<file path="src/hw/rtl/cnms_pkg.sv">
// cnms_pkg: shared types, constants and calendar helpers for the cron next-match search.
// Used by cnms_ctrl, cnms_dp and cron_next_match_search. No dependencies.
package cnms_pkg;

    localparam int SEARCH_YEARS = 5;
    localparam int CFG_W        = 60;
    localparam int YR_W         = 13;

    localparam logic [2:0] REG_MINUTE   = 3'd0;
    localparam logic [2:0] REG_HOUR     = 3'd1;
    localparam logic [2:0] REG_DAY      = 3'd2;
    localparam logic [2:0] REG_MONTH    = 3'd3;
    localparam logic [2:0] REG_WEEKDAY  = 3'd4;
    localparam logic [2:0] REG_DAY_LIM  = 3'd5;
    localparam logic [2:0] REG_WDAY_LIM = 3'd6;

    typedef struct packed {
        logic [11:0] start_year;
        logic [3:0]  start_month;
        logic [4:0]  start_day;
        logic [4:0]  start_hour;
        logic [5:0]  start_minute;
    } req_t;

    typedef struct packed {
        logic        found;
        logic [11:0] next_year;
        logic [3:0]  next_month;
        logic [4:0]  next_day;
        logic [4:0]  next_hour;
        logic [5:0]  next_minute;
        logic [2:0]  next_weekday;
    } rsp_t;

    typedef struct packed {
        logic load;
        logic adv;
        logic wd1;
        logic wd2;
        logic wd3;
        logic step;
        logic out_load;
    } cmd_t;

    typedef struct packed {
        logic hit;
        logic over;
        logic out_busy;
    } sts_t;

    typedef logic [4:0] mdays_t [12];
    localparam mdays_t MONTH_DAYS = '{5'd31, 5'd28, 5'd31, 5'd30, 5'd31, 5'd30,
                                      5'd31, 5'd31, 5'd30, 5'd31, 5'd30, 5'd31};
    typedef logic [2:0] sak_t [12];
    localparam sak_t SAK = '{3'd0, 3'd3, 3'd2, 3'd5, 3'd0, 3'd3,
                             3'd5, 3'd1, 3'd4, 3'd6, 3'd2, 3'd4};

    // floor(y/100) by reciprocal, exact for y below 43699
    function automatic logic [6:0] div100(input logic [YR_W-1:0] y);
        logic [25:0] p;
        p = {13'd0, y} * 26'd5243;
        return p[25:19];
    endfunction

    function automatic logic is_leap(input logic [YR_W-1:0] y);
        logic [6:0]      q;
        logic [YR_W-1:0] r;
        q = div100(y);
        r = y - YR_W'({6'd0, q} * 13'd100);
        return ((y[1:0] == 2'd0) && (r != '0)) || ((r == '0) && (q[1:0] == 2'd0));
    endfunction

    function automatic logic [4:0] month_len(input logic [YR_W-1:0] y,
                                             input logic [3:0] m);
        logic [4:0] n;
        n = MONTH_DAYS[m - 4'd1];
        if (m == 4'd2 && is_leap(y)) n = 5'd29;
        return n;
    endfunction

    function automatic logic [5:0] first60(input logic [59:0] v);
        logic [5:0] idx;
        idx = '0;
        for (int i = 59; i >= 0; i--) begin
            if (v[i]) idx = 6'(i);
        end
        return idx;
    endfunction

    function automatic logic [4:0] first24(input logic [23:0] v);
        logic [4:0] idx;
        idx = '0;
        for (int i = 23; i >= 0; i--) begin
            if (v[i]) idx = 5'(i);
        end
        return idx;
    endfunction

endpackage

</file>
<file path="src/hw/rtl/cnms_dp.sv">
// cnms_dp: configuration masks, calendar cursor, weekday setup, day match and result register.
// Depends on cnms_pkg; driven by cnms_ctrl through cnms_pkg::cmd_t.
module cnms_dp (
    input  logic                           aclk,
    input  logic                           aresetn,
    input  logic                           cfg_wr_en,
    input  logic [2:0]                     cfg_index,
    input  logic [cnms_pkg::CFG_W-1:0]     cfg_data,
    input  cnms_pkg::req_t                 s_req,
    input  cnms_pkg::cmd_t                 cmd,
    output cnms_pkg::sts_t                 sts,
    input  logic                           m_ready,
    output logic                           m_valid,
    output cnms_pkg::rsp_t                 m_rsp
);

    logic [59:0] minute_mask_reg;
    logic [23:0] hour_mask_reg;
    logic [30:0] day_mask_reg;
    logic [11:0] month_mask_reg;
    logic [6:0]  weekday_mask_reg;
    logic        day_lim_reg;
    logic        wday_lim_reg;

    logic [cnms_pkg::YR_W-1:0] yr_reg, maxy_reg, yy_reg;
    logic [3:0]  mo_reg;
    logic [4:0]  d_reg, h_reg;
    logic [5:0]  m_reg;
    logic [6:0]  q100_reg;
    logic [12:0] sum_reg;
    logic [2:0]  wd_reg;
    logic        m_valid_reg;
    cnms_pkg::rsp_t rsp_reg;

    always_ff @(posedge aclk) begin
        if (!aresetn) begin
            minute_mask_reg  <= 60'hFFF_FFFF_FFFF_FFFF;
            hour_mask_reg    <= 24'hFF_FFFF;
            day_mask_reg     <= 31'h7FFF_FFFF;
            month_mask_reg   <= 12'hFFF;
            weekday_mask_reg <= 7'h7F;
            day_lim_reg      <= 1'b0;
            wday_lim_reg     <= 1'b0;
        end else if (cfg_wr_en) begin
            unique case (cfg_index)
                cnms_pkg::REG_MINUTE:   minute_mask_reg  <= cfg_data[59:0];
                cnms_pkg::REG_HOUR:     hour_mask_reg    <= cfg_data[23:0];
                cnms_pkg::REG_DAY:      day_mask_reg     <= cfg_data[30:0];
                cnms_pkg::REG_MONTH:    month_mask_reg   <= cfg_data[11:0];
                cnms_pkg::REG_WEEKDAY:  weekday_mask_reg <= cfg_data[6:0];
                cnms_pkg::REG_DAY_LIM:  day_lim_reg      <= cfg_data[0];
                cnms_pkg::REG_WDAY_LIM: wday_lim_reg     <= cfg_data[0];
                default: ;
            endcase
        end
    end

    // clamp the request
    logic [cnms_pkg::YR_W-1:0] in_yr;
    logic [3:0] in_mo;
    logic [4:0] in_dim, in_d, in_h;
    logic [5:0] in_m;
    always_comb begin
        in_yr = {1'b0, s_req.start_year};
        in_mo = s_req.start_month;
        if (in_mo < 4'd1) in_mo = 4'd1;
        if (in_mo > 4'd12) in_mo = 4'd12;
        in_dim = cnms_pkg::month_len(in_yr, in_mo);
        in_d = s_req.start_day;
        if (in_d < 5'd1) in_d = 5'd1;
        if (in_d > in_dim) in_d = in_dim;
        in_h = (s_req.start_hour > 5'd23) ? 5'd23 : s_req.start_hour;
        in_m = (s_req.start_minute > 6'd59) ? 6'd59 : s_req.start_minute;
    end

    logic [4:0] cur_dim;
    assign cur_dim = cnms_pkg::month_len(yr_reg, mo_reg);

    // day-level match and first minute in the day
    logic        dom_ok, dow_ok, day_ok, mo_ok;
    logic [59:0] mm_ge;
    logic [23:0] hm_gt;
    logic        h0_ok, hgt_ok, hit;
    logic [4:0]  hit_h;
    logic [5:0]  hit_m;
    always_comb begin
        dom_ok = day_mask_reg[d_reg - 5'd1];
        dow_ok = weekday_mask_reg[wd_reg];
        unique case ({day_lim_reg, wday_lim_reg})
            2'b00:   day_ok = 1'b1;
            2'b01:   day_ok = dow_ok;
            2'b10:   day_ok = dom_ok;
            default: day_ok = dom_ok || dow_ok;
        endcase
        mo_ok  = month_mask_reg[mo_reg - 4'd1];
        mm_ge  = minute_mask_reg & ~((60'd1 << m_reg) - 60'd1);
        hm_gt  = hour_mask_reg & ~((24'd2 << h_reg) - 24'd1);
        h0_ok  = hour_mask_reg[h_reg] && (|mm_ge);
        hgt_ok = (|hm_gt) && (|minute_mask_reg);
        hit    = mo_ok && day_ok && (h0_ok || hgt_ok);
        hit_h  = h0_ok ? h_reg : cnms_pkg::first24(hm_gt);
        hit_m  = h0_ok ? cnms_pkg::first60(mm_ge) : cnms_pkg::first60(minute_mask_reg);
    end

    logic over;
    assign over = (yr_reg > maxy_reg) || yr_reg[cnms_pkg::YR_W-1];

    cnms_pkg::rsp_t rsp_next;
    always_comb begin
        rsp_next = '0;
        if (!over) begin
            rsp_next.found        = 1'b1;
            rsp_next.next_year    = yr_reg[11:0];
            rsp_next.next_month   = mo_reg;
            rsp_next.next_day     = d_reg;
            rsp_next.next_hour    = hit_h;
            rsp_next.next_minute  = hit_m;
            rsp_next.next_weekday = wd_reg;
        end
    end

    always_ff @(posedge aclk) begin
        if (cmd.load) begin
            yr_reg <= in_yr;
            mo_reg <= in_mo;
            d_reg  <= in_d;
            h_reg  <= in_h;
            m_reg  <= in_m;
        end else if (cmd.adv) begin
            // one minute forward with carry, then fix the horizon
            logic [cnms_pkg::YR_W-1:0] ny;
            logic [3:0] nmo;
            logic [4:0] nd, nh;
            logic [5:0] nm;
            ny = yr_reg; nmo = mo_reg; nd = d_reg; nh = h_reg; nm = m_reg + 6'd1;
            if (nm > 6'd59) begin
                nm = 6'd0;
                nh = nh + 5'd1;
                if (nh > 5'd23) begin
                    nh = 5'd0;
                    if (nd >= cur_dim) begin
                        nd = 5'd1;
                        nmo = nmo + 4'd1;
                        if (nmo > 4'd12) begin
                            nmo = 4'd1;
                            ny = ny + cnms_pkg::YR_W'(1);
                        end
                    end else begin
                        nd = nd + 5'd1;
                    end
                end
            end
            yr_reg   <= ny;
            mo_reg   <= nmo;
            d_reg    <= nd;
            h_reg    <= nh;
            m_reg    <= nm;
            maxy_reg <= ny + cnms_pkg::YR_W'(cnms_pkg::SEARCH_YEARS);
        end else if (cmd.step) begin
            h_reg <= 5'd0;
            m_reg <= 6'd0;
            wd_reg <= (wd_reg == 3'd6) ? 3'd0 : wd_reg + 3'd1;
            if (d_reg >= cur_dim) begin
                d_reg <= 5'd1;
                if (mo_reg == 4'd12) begin
                    mo_reg <= 4'd1;
                    yr_reg <= yr_reg + cnms_pkg::YR_W'(1);
                end else begin
                    mo_reg <= mo_reg + 4'd1;
                end
            end else begin
                d_reg <= d_reg + 5'd1;
            end
        end
        if (cmd.wd1) begin
            logic [cnms_pkg::YR_W-1:0] yy;
            yy = yr_reg + cnms_pkg::YR_W'(400) - ((mo_reg < 4'd3) ? 13'd1 : 13'd0);
            yy_reg   <= yy;
            q100_reg <= cnms_pkg::div100(yy);
        end
        if (cmd.wd2) begin
            sum_reg <= yy_reg + {2'd0, yy_reg[12:2]} - {6'd0, q100_reg}
                     + {8'd0, q100_reg[6:2]} + {10'd0, cnms_pkg::SAK[mo_reg - 4'd1]}
                     + {8'd0, d_reg};
        end
        if (cmd.wd3) begin
            // sum mod 7 by reciprocal
            logic [28:0] p;
            logic [12:0] q7;
            p  = {16'd0, sum_reg} * 29'd9363;
            q7 = {3'd0, p[25:16]};
            wd_reg <= 3'(sum_reg - q7 * 13'd7);
        end
        if (cmd.out_load) begin
            rsp_reg <= rsp_next;
        end
    end

    always_ff @(posedge aclk) begin
        if (!aresetn) begin
            m_valid_reg <= 1'b0;
        end else if (cmd.out_load) begin
            m_valid_reg <= 1'b1;
        end else if (m_ready) begin
            m_valid_reg <= 1'b0;
        end
    end

    assign sts.hit      = hit;
    assign sts.over     = over;
    assign sts.out_busy = m_valid_reg && !m_ready;
    assign m_valid      = m_valid_reg;
    assign m_rsp        = rsp_reg;

endmodule

</file>
<file path="src/hw/rtl/cnms_ctrl.sv">
// cnms_ctrl: sequencer for setup, day-by-day search and result hand-off.
// Depends on cnms_pkg; commands cnms_dp through cnms_pkg::cmd_t.
module cnms_ctrl (
    input  logic           aclk,
    input  logic           aresetn,
    input  logic           s_valid,
    output logic           s_ready,
    input  cnms_pkg::sts_t sts,
    output cnms_pkg::cmd_t cmd
);

    typedef enum logic [7:0] {
        ST_IDLE = 8'b0000_0001,
        ST_ADV  = 8'b0000_0010,
        ST_WD1  = 8'b0000_0100,
        ST_WD2  = 8'b0000_1000,
        ST_WD3  = 8'b0001_0000,
        ST_SRCH = 8'b0010_0000,
        ST_DONE = 8'b0100_0000,
        ST_SPARE = 8'b1000_0000
    } state_t;

    state_t state_reg, state_next;

    always_ff @(posedge aclk) begin
        if (!aresetn) state_reg <= ST_IDLE;
        else          state_reg <= state_next;
    end

    always_comb begin
        state_next = state_reg;
        cmd        = '0;
        s_ready    = 1'b0;
        unique case (state_reg)
            ST_IDLE: begin
                s_ready = 1'b1;
                if (s_valid) begin
                    cmd.load   = 1'b1;
                    state_next = ST_ADV;
                end
            end
            ST_ADV: begin
                cmd.adv    = 1'b1;
                state_next = ST_WD1;
            end
            ST_WD1: begin
                cmd.wd1    = 1'b1;
                state_next = ST_WD2;
            end
            ST_WD2: begin
                cmd.wd2    = 1'b1;
                state_next = ST_WD3;
            end
            ST_WD3: begin
                cmd.wd3    = 1'b1;
                state_next = ST_SRCH;
            end
            ST_SRCH: begin
                if (sts.over || sts.hit) state_next = ST_DONE;
                else                     cmd.step   = 1'b1;
            end
            ST_DONE: begin
                // hold until the result slot frees
                if (!sts.out_busy) begin
                    cmd.out_load = 1'b1;
                    state_next   = ST_IDLE;
                end
            end
            default: state_next = ST_IDLE;
        endcase
    end

endmodule

</file>
<file path="src/hw/rtl/cron_next_match_search.sv">
// Sequence: setup (minute advance, weekday in three steps), a day-by-day search, and a
// result register that raises m_valid; at most about 2200 candidate days over the
// six-year horizon.
// Throughput: one request at a time; the next request is taken once the result is
// registered; a finished search holds while the previous result still waits on m_ready.
// Reset (aresetn low, synchronous): masks to all ones, limit flags to 0, sequencer idle.
module cron_next_match_search (
    input  logic                       aclk,
    input  logic                       aresetn,
    input  logic                       cfg_wr_en,
    input  logic [2:0]                 cfg_index,
    input  logic [cnms_pkg::CFG_W-1:0] cfg_data,
    input  logic                       s_valid,
    output logic                       s_ready,
    input  cnms_pkg::req_t             s_req,
    output logic                       m_valid,
    input  logic                       m_ready,
    output cnms_pkg::rsp_t             m_rsp
);

    cnms_pkg::cmd_t cmd;
    cnms_pkg::sts_t sts;

    cnms_ctrl u_ctrl (
        .aclk    (aclk),
        .aresetn (aresetn),
        .s_valid (s_valid),
        .s_ready (s_ready),
        .sts     (sts),
        .cmd     (cmd)
    );

    cnms_dp u_dp (
        .aclk      (aclk),
        .aresetn   (aresetn),
        .cfg_wr_en (cfg_wr_en),
        .cfg_index (cfg_index),
        .cfg_data  (cfg_data),
        .s_req     (s_req),
        .cmd       (cmd),
        .sts       (sts),
        .m_ready   (m_ready),
        .m_valid   (m_valid),
        .m_rsp     (m_rsp)
    );

endmodule

</file>
<file path="config.mk">
export PLATFORM = sky130hd
export DESIGN_NAME = cron_next_match_search
export DESIGN_NICKNAME = d
export VERILOG_FILES = /design/src/hw/rtl/cnms_pkg.sv /design/src/hw/rtl/cnms_dp.sv /design/src/hw/rtl/cnms_ctrl.sv /design/src/hw/rtl/cron_next_match_search.sv
export SDC_FILE = /design/constraint.sdc
export NUM_CORES = 1
export LEC_CHECK = 0
export ABC_AREA = 0
export BUFFER_PORTS_ARGS = -buffer_cell sky130_fd_sc_hd__buf_2
export CELL_PAD_IN_SITES_DETAIL_PLACEMENT = 1
export CELL_PAD_IN_SITES_GLOBAL_PLACEMENT = 1
export CORE_MARGIN = 2
export CORE_UTILIZATION = 30
export DETAILED_ROUTE_END_ITERATION = 10
export PLACE_DENSITY = 0.67
export SYNTH_ARGS = -nofsm -noshare
export SYNTH_HDL_FRONTEND = slang
export SYNTH_SLANG_ARGS = --single-unit
</file>
<file path="constraint.sdc">
create_clock -name aclk -period 12.96 [get_ports aclk]
set_clock_uncertainty 0.05 [all_clocks]
set_input_delay 0.648 -clock aclk [delete_from_list [all_inputs] [get_ports aclk]]
set_output_delay 0.648 -clock aclk [all_outputs]
set_load 0.005 [all_outputs]
</file>
==> flow_summary.yaml, run 1 <==
clock_tree:
  clock_sinks: 262
  clkLatencyLatePin_ns: 0.60
  clk_path_buf_depth: 3
  cts_resized: 0
  cts_max_level: 2
  path_clk_slew_ns: 0.05
  cts_buffers: 38
  tritoncts_clock_tree: "yes"
  post-cts-setup-buffer-count: 0
  holdBufCountCts: 0
  clock-root-buffer: "clkbuf_16"
yosys:
  async_reset_ff_share_pct: 0
  synth-edff-count: 117
  yosys_warnings: 0
  postSynthCellCount: 3563
  synth.yosys.seq_area_share_pct: 20.7
  syn_avg_cell_area_sq_um: 8.70
  syn-num-nets: 4360
  synth-main-ff-cell: "dfxtp_1"
  postSynthRegisterBits: 262
  netlist_top_cells_area: "ha_1 20%, fa_1 14%, edfxtp_1 11%"
  synthDominantAreaCellType: "ha_1"
  yosys.cell_types.count: 104
  synthDominantCellAreaShare_pct: 19.6
  synth.cell_area_sq_um: 31000
layout:
  diodes: 0
  final_common_cell: "inv_1"
  largest_register_ffs: 60
  nets: 4435
  n_fill_cell: 12200
  mostFrequentLayoutCells: "516 x inv_1, 486 x ha_1, 424 x nand2_1, 211 x fa_1, 194 x nand3_1"
  layout-area-overhead-vs-synth_pct: 10.8
  final_layout_size_suffix_gt1_share_pct: 8.54
  stdcell_area_sq_um: 34300
sta:
  setup_viol_count_final: 0
  rsz0062_at_grt: "no"
  timing.setup.tns_ns: 0
  fin_crit_sh_pct: 93.0
  minimum_clock_period_ns: 12.05
  timing.slew.headroom_pct: 22.0
  finalHoldViolCount: 0
  timing_max_transition_violations_final: 0
  fin_hold_ws_ns: 0.221
  max_freq_mhz: 83.0
  worst_slew_pin_slew_ns: 1.14
global_routing:
  antenna_found_initial: 6
  globalRouteTotalUtil_pct: 19.5
  grt_util_met3_pct: 2.48
  gr-usage-met2_pct: 32.8
  wire_length_of_the_first_global_routing_pass_mm: 163
  grtUsageMet1_pct: 26.2
  grt.overflow.total: 0
  grt_start_max_net_pins: 89
  via_count_of_the_first_global_routing_pass: 27800
  busiest_layer: "met2"
placement:
  portBuffers: 137
  gpl.final_weighted_congestion: 0.925
  place.detailed.hpwl_mm: 84.2
  postPlaceCellArea_sq_um: 33100
floorplanning:
  design.core.area_sq_um: 102000
  die-area_sq_um: 106000
  die_h_um: 325
  floorplan.die.width_um: 325
  initial_utilization_pct: 30.3
  std_cell_rows: 117
  pin_count: 138
min_path:
  hold_path_depth: 3
  hold_path.class: "primary input to register"
routing:
  drt_iter0_markers: 1818
  dr_total_vias: 26500
  viasPerCell: 5.27
  route.final.wire_length_mm: 104
  drt_drc_violations_left: 0
  first_pass_iters: 5
  final_antenna_net_count: 0
  routed_wire_length_per_instance_um: 20.6
setup_path:
  critical-path-max-stage-delay_ns: 0.64
  setup.worst_path.class: "register to register"
  cp_data_arrival_time_ns: 12.33
  crit_path_end_kind: "register"
  reg2regPathDepth: 42
  startpoint_type: "register"
  cp_data_required_time_ns: 13.23
  cp_common_cell: "ha_1"
  critPathMaxFanout: 16
  timing.critical_path.slowest_stage_cell: "and4_1"
run_status:
  outcome: "complete, no violations"
run:
  maxCapViolCount: 0
-- path summary, 6_finish.rpt --
path	slack [ns]	from	end
worst min register to register	0.42	u_dp.month_mask_reg[5]	u_dp.month_mask_reg[5]
worst max-delay path	0.91	u_dp.yr_reg[10]	u_dp.maxy_reg[8]
worst max register to register	0.91	u_dp.yr_reg[10]	u_dp.maxy_reg[8]
worst min-delay path	0.22	cfg_data[32]	u_dp.minute_mask_reg[32]
-- logic make-up after synthesis --
family | Yosys count | synth area share (%)
and+or+nand+nor | 1188 | 19.0
adders and majority gates | 697 | 33.2
buffers and inverters | 649 | 8.08
AOI/OAI and AO/OA | 586 | 12.8
DFF | 262 | 20.7
xor gates and xnor gates | 139 | 3.93
muxes | 42 | 2.16
-- final cells by class --
| cell class | count | area (sq um) | area share (%) |
|---|---|---|---|
| tap | 1368 | 1710 | 4.99 |
| clock buffer | 45 | 1010 | 2.94 |
| timing repair buffer | 168 | 921 | 2.68 |
| clock inverter | 24 | 253 | 0.736 |
| multi-input combinational | 2652 | 22100 | 64.3 |
| inverter | 516 | 1940 | 5.64 |
| sequential | 262 | 6420 | 18.7 |
-- metrics by stage --
step	util (%)	std cells	setup slack (ns)
floorplan	-	3563	2.01
global placement	32.4	4966	1.27
detailed placement	32.4	4966	0.951
CTS	33.6	5035	0.905
global route	33.6	5035	0.168
finish	33.6	5035	0.906
-- synth_stat cells, types with 31 or more instances --
library cell,instances
fa_1,211
nor2b_1,43
inv_1,516
ha_1,486
xnor2_1,106
and2_1,45
nand3_1,194
nor3_1,75
nor2_1,166
nand2b_1,32
nor4_1,34
nand2_1,424
a21oi_1,132
a21o_1,47
clkbuf_1,104
edfxtp_1,117
o211ai_1,41
o21ai_0,113
a31oi_1,31
dfxtp_1,145
xor2_1,33
-- critical path, delay by kind of cell (launching register included) --
family / cells / cell delay, ns
compound gates: 13 / 3.14
fa+ha+maj: 13 / 4.77
buf+inv: 4 / 0.21
mux: 1 / 0.36
xor+xnor: 3 / 0.54
flops: 1 / 0.58
simple gates: 8 / 2.14
-- metal layers --
layer,up-vias,part of all wire [%]
met5,-,0.013
met4,2,2.9
met3,146,5.0
met2,665,47
met1,13300,45
li1,12400,-
Power of run 1 is not shown: default switching activity piles up to over one toggle a cycle in this logic, so the estimate is an artifact.
==> inputs of run 2 (changes only) <==
--- a/config.mk
+++ b/config.mk
@@ -12,7 +12,7 @@
 export CORE_MARGIN = 2
 export CORE_UTILIZATION = 30
 export DETAILED_ROUTE_END_ITERATION = 10
-export PLACE_DENSITY = 0.67
+export PLACE_DENSITY_LB_ADDON = 0.1
 export SYNTH_ARGS = -nofsm -noshare
 export SYNTH_HDL_FRONTEND = slang
 export SYNTH_SLANG_ARGS = --single-unit
==> constraint.sdc (replaced) <==
create_clock -name aclk -period 11.14 [get_ports aclk]
set_clock_uncertainty 0.05 [all_clocks]
set_input_delay 0.557 -clock aclk [delete_from_list [all_inputs] [get_ports aclk]]
set_output_delay 0.557 -clock aclk [all_outputs]
set_load 0.005 [all_outputs]
==> run 2 against run 1 <==
Hold slack got worse by 0.10 ns. Via count down 2.6%. Sequential share of layout area down 0.29 points. Critical path type unchanged. Largest cell class unchanged.
==> flow_summary.yaml, run 2 (same netlist as run 1, synthesis figures left out) <==
run_status:
  outcome: "complete, no violations"
sta:
  minimum_clock_period_ns: 10.69
  fin_crit_sh_pct: 96.0
  rsz0062_at_grt: "yes"
  worst_slew_pin_slew_ns: 1.13
  finalHoldViolCount: 0
  timing.slew.headroom_pct: 24.7
  timing.setup.tns_ns: 0
  setup_viol_count_final: 0
  max_freq_mhz: 93.5
  timing_max_transition_violations_final: 0
setup_path:
  setup.worst_path.class: "register to register"
  critPathMaxFanout: 4
  critical-path-max-stage-delay_ns: 0.54
  cp_data_required_time_ns: 11.41
  timing.critical_path.slowest_stage_cell: "fa_1"
  cp_data_arrival_time_ns: 10.97
  startpoint_type: "register"
  cp_common_cell: "ha_1"
  crit_path_end_kind: "register"
layout:
  largest_register_ffs: 60
  final_layout_size_suffix_gt1_share_pct: 10.2
  final_common_cell: "inv_1"
  layout-area-overhead-vs-synth_pct: 12.5
  nets: 4479
  mostFrequentLayoutCells: "516 x inv_1, 484 x ha_1, 424 x nand2_1, 211 x fa_1, 194 x nand3_1"
clock_tree:
  clkLatencyLatePin_ns: 0.62
  cts_buffers: 39
  clock-root-buffer: "clkbuf_16"
  clk_path_buf_depth: 3
  holdBufCountCts: 0
  path_clk_slew_ns: 0.06
  tritoncts_clock_tree: "yes"
  clock_sinks: 262
  cts_max_level: 2
floorplanning:
  die-area_sq_um: 106000
  floorplan.die.width_um: 325
  pin_count: 138
  std_cell_rows: 117
  design.core.area_sq_um: 102000
  die_h_um: 325
  initial_utilization_pct: 30.3
placement:
  place.detailed.hpwl_mm: 85.6
  portBuffers: 137
  gpl.final_weighted_congestion: 0.868
global_routing:
  via_count_of_the_first_global_routing_pass: 27200
  wire_length_of_the_first_global_routing_pass_mm: 166
  grt.overflow.total: 0
  globalRouteTotalUtil_pct: 20.1
  antenna_found_initial: 6
  grt_start_max_net_pins: 80
run:
  maxCapViolCount: 0
routing:
  dr_total_vias: 25900
  routed_wire_length_per_instance_um: 21.0
  route.final.wire_length_mm: 107
  drt_iter0_markers: 1249
  viasPerCell: 5.09
  final_antenna_net_count: 0
  drt_drc_violations_left: 0
  first_pass_iters: 5
min_path:
  hold_path.class: "primary input to register"
-- run 2: cell types whose count changed in the layout (fill, tap and decap cells not counted), sizes merged --
| cell | change |
|---|---|
| diode | +1 |
| buf | +43 |
| bufinv | -1 |
| inv | -5 |
| clkinv | -5 |
| clkbuf | +13 |
-- run 2: path summary, 6_finish.rpt --
path                              end  cells after the start  slack, ns            startpoint
max                  u_dp.maxy_reg[8]                     45       0.45        u_dp.yr_reg[8]
min          u_dp.minute_mask_reg[52]                      3       0.12          cfg_data[52]
max reg2reg          u_dp.maxy_reg[8]                     45       0.45        u_dp.yr_reg[8]
min reg2reg      u_dp.day_mask_reg[1]                      2       0.41  u_dp.day_mask_reg[1]
-- run 2: layer usage --
layer / vias up / GRT usage [%] / share of wire [%]
met2: 399 / 33.7 / 47
met4: 2 / 4.85 / 2.3
met5: - / 0 / 0.0085
met1: 12800 / 27.7 / 48
met3: 99 / 1.91 / 3.1
li1: 12500 / - / -
-- run 2: per-stage QoR --
stage          std cells  util (%)  worst slack [ns]  instance area [sq um]  hold slack [ns]
2_1_floorplan       3563         -             0.185                  31000            0.385
3_3_place_gp        5005      32.7             0.203                  33400            0.397
3_5_place_dp        5005      32.7            0.0397                  33400            0.400
4_1_cts             5076      34.0            0.0285                  34700           0.0886
5_1_grt             5081      34.1           0.00268                  34900            0.111
6_report            5081      34.1             0.449                  34900            0.121
-- run 2: timing repair --
action | 4_1_cts | 5_1_grt
gates resized for setup | 1 | 26
pin swaps | 0 | 8
buffers inserted | 0 | 4
endpoints found under the setup margin | 2 | 9
-- run 2: cell type report --
type	instances	area, sq um
multi-input combinational	2652	22200
clock buffer	58	1190
sequential	262	6420
antenna	1	2.50
clock inverter	13	160
inverter	516	1940
timing repair buffer	211	1250
tap	1368	1710
fill	12100	67300
-- run 2: critical path, delay by kind of cell (launching register included) --
kind	cells	cell delay, ns
multiplexers	1	0.36
adder cells (fa/ha/maj)	12	4.54
XOR/XNOR	2	0.25
buffers and inverters	8	0.77
AO/OA/AOI/OAI	13	2.55
AND/OR/NAND/NOR	9	1.46
flip-flops	1	0.44
Power of run 2 is left out for the same reason.
==> inputs of run 3 (changes only) <==
==> constraint.sdc (replaced) <==
create_clock -name aclk -period 8.6 [get_ports aclk]
set_clock_uncertainty 0.05 [all_clocks]
set_input_delay 0.43 -clock aclk [delete_from_list [all_inputs] [get_ports aclk]]
set_output_delay 0.43 -clock aclk [all_outputs]
set_load 0.005 [all_outputs]
==> run 3 against run 2 <==
The run now ends with negative setup slack left. Critical path depth is 1 lower. Final area increased by 5.1%. Register-to-register slack worse by 2.0 ns. Clock-buffer cell count is 4 lower. Non-clock buffer count increased by 171. Via count increased by 2.0%. Global-route usage increased by 0.22 points. Worst setup slack got worse by 2.0 ns. Fmax increased by 4.9%. Cell count up 3.3%. Critical endpoint unchanged. Largest cell class unchanged.
==> flow_summary.yaml, run 3 (same netlist as run 1, synthesis figures left out) <==
run_status:
  outcome: "finished with violations"
  violations: "negative setup slack"
floorplanning:
  die_h_um: 325
  std_cell_rows: 117
  pin_count: 138
  initial_utilization_pct: 30.3
  floorplan.die.width_um: 325
  design.core.area_sq_um: 102000
  die-area_sq_um: 106000
clock_tree:
  clock-root-buffer: "clkbuf_16"
  clock_sinks: 262
  cts_buffers: 38
  clk_path_buf_depth: 3
  path_clk_slew_ns: 0.06
  tritoncts_clock_tree: "yes"
  clkLatencyLatePin_ns: 0.58
  cts_max_level: 2
sta:
  timing_max_transition_violations_final: 0
  fin_crit_sh_pct: 118
  worst_slew_pin_slew_ns: 1.16
  timing.slew.headroom_pct: 22.4
  timing.setup.tns_ns: -42.61
  finalHoldViolCount: 0
  rsz0062_at_grt: "yes"
  setup_slack_ns: -1.59
  setup_viol_count_final: 47
  max_freq_mhz: 98.1
  minimum_clock_period_ns: 10.19
routing:
  final_antenna_net_count: 0
  route.final.wire_length_mm: 108
  first_pass_iters: 5
  dr_total_vias: 26400
  routed_wire_length_per_instance_um: 20.5
  viasPerCell: 5.02
  drt_drc_violations_left: 0
  drt_iter0_markers: 1506
global_routing:
  grt_start_max_net_pins: 86
  wire_length_of_the_first_global_routing_pass_mm: 168
  via_count_of_the_first_global_routing_pass: 28000
  globalRouteTotalUtil_pct: 20.3
  antenna_found_initial: 2
  grt.overflow.total: 0
setup_path:
  setup.worst_path.class: "register to register"
  critPathMaxFanout: 6
  timing.critical_path.slowest_stage_cell: "fa_2"
  cp_common_cell: "ha_4"
  crit_path_end_kind: "register"
  startpoint_type: "register"
  cp_data_arrival_time_ns: 10.46
  critical-path-max-stage-delay_ns: 0.56
  cp_data_required_time_ns: 8.87
min_path:
  hold_path.class: "primary input to register"
layout:
  layout-area-overhead-vs-synth_pct: 18.3
  mostFrequentLayoutCells: "509 x inv_1, 468 x ha_1, 416 x nand2_1, 222 x buf_4, 203 x fa_1"
  final_common_cell: "inv_1"
  largest_register_ffs: 60
  nets: 4650
  final_core_utilization_pct: 35.9
  n_fill_cell: 12100
  final_layout_size_suffix_gt1_share_pct: 16.0
placement:
  gpl.final_weighted_congestion: 0.856
  preCtsSetupSlack_ns: -2.07
  place.detailed.hpwl_mm: 87.4
  portBuffers: 137
run:
  maxCapViolCount: 0
-- run 3: changes by cell type in the layout (fill, tap and decap cells not counted), moves of 9 or more --
cell / previous run / this run
buf_6: 2 / 13
buf_4: 73 / 222
o21ai_1: 4 / 13
ha_1: 484 / 468
ha_4: 2 / 15
a21oi_1: 130 / 120
dlygate4sd3_1: 0 / 9
o21ai_0: 111 / 101
-- run 3: timing repair --
| action | 4_1_cts | 5_1_grt |
|---|---|---|
| setup buffers | 16 | 12 |
| pin swaps | 35 | 43 |
| endpoints found under the hold margin | 9 | 0 |
| gates resized for setup | 44 | 76 |
| endpoints found under the setup margin | 47 | 51 |
| cloned | 0 | 1 |
| hold buffers | 9 | 0 |
-- run 3: metal layers --
layer	vias to the layer above	track usage, %	part of all wire [%]
met1	13100	27.9	48
met3	84	1.96	2.7
li1	12900	-	-
met4	0	3.16	1.4
met2	341	34.9	48
met5	-	0	0
-- run 3: path summary, 6_finish.rpt --
| check | start | end | slack (ns) | cells past startpoint |
|---|---|---|---|---|
| worst min-delay path | cfg_data[28] | u_dp.day_mask_reg[28] | 0.04 | 3 |
| worst min register to register | u_dp.weekday_mask_reg[2] | u_dp.weekday_mask_reg[2] | 0.42 | 2 |
| worst max register to register | u_dp.yr_reg[8] | u_dp.maxy_reg[8] | -1.59 | 44 |
| worst max-delay path | u_dp.yr_reg[8] | u_dp.maxy_reg[8] | -1.59 | 44 |
-- run 3: critical path: cells and delay by family (launching register included) --
family,cells,cell delay (ns)
simple gates,7,1.21
xor+xnor,3,0.40
fa+ha+maj,13,4.50
mux,1,0.32
buf+inv,7,0.62
compound gates,13,2.41
flops,1,0.42
-- run 3: per-stage QoR --
| step | hold WS [ns] | std cells | area (sq um) |
|---|---|---|---|
| global route | 0.0173 | 5247 | 36700 |
| floorplan | 0.385 | 3563 | 31200 |
| finish | 0.0377 | 5249 | 36700 |
| global placement | 0.398 | 5143 | 34600 |
| detailed placement | 0.404 | 5143 | 34600 |
| CTS | 0.00282 | 5234 | 36200 |
-- run 3: area by class of cell --
class	instances	area, sq um	share of cell area, %
inverter	516	1940	5.30
clock inverter	12	95.1	0.259
clock buffer	54	1090	2.98
timing repair buffer	382	2620	7.14
sequential	262	6420	17.5
tap	1368	1710	4.67
multi-input combinational	2653	22800	62.1
antenna	2	5.00	0.0136
Power of run 3 is left out for the same reason.
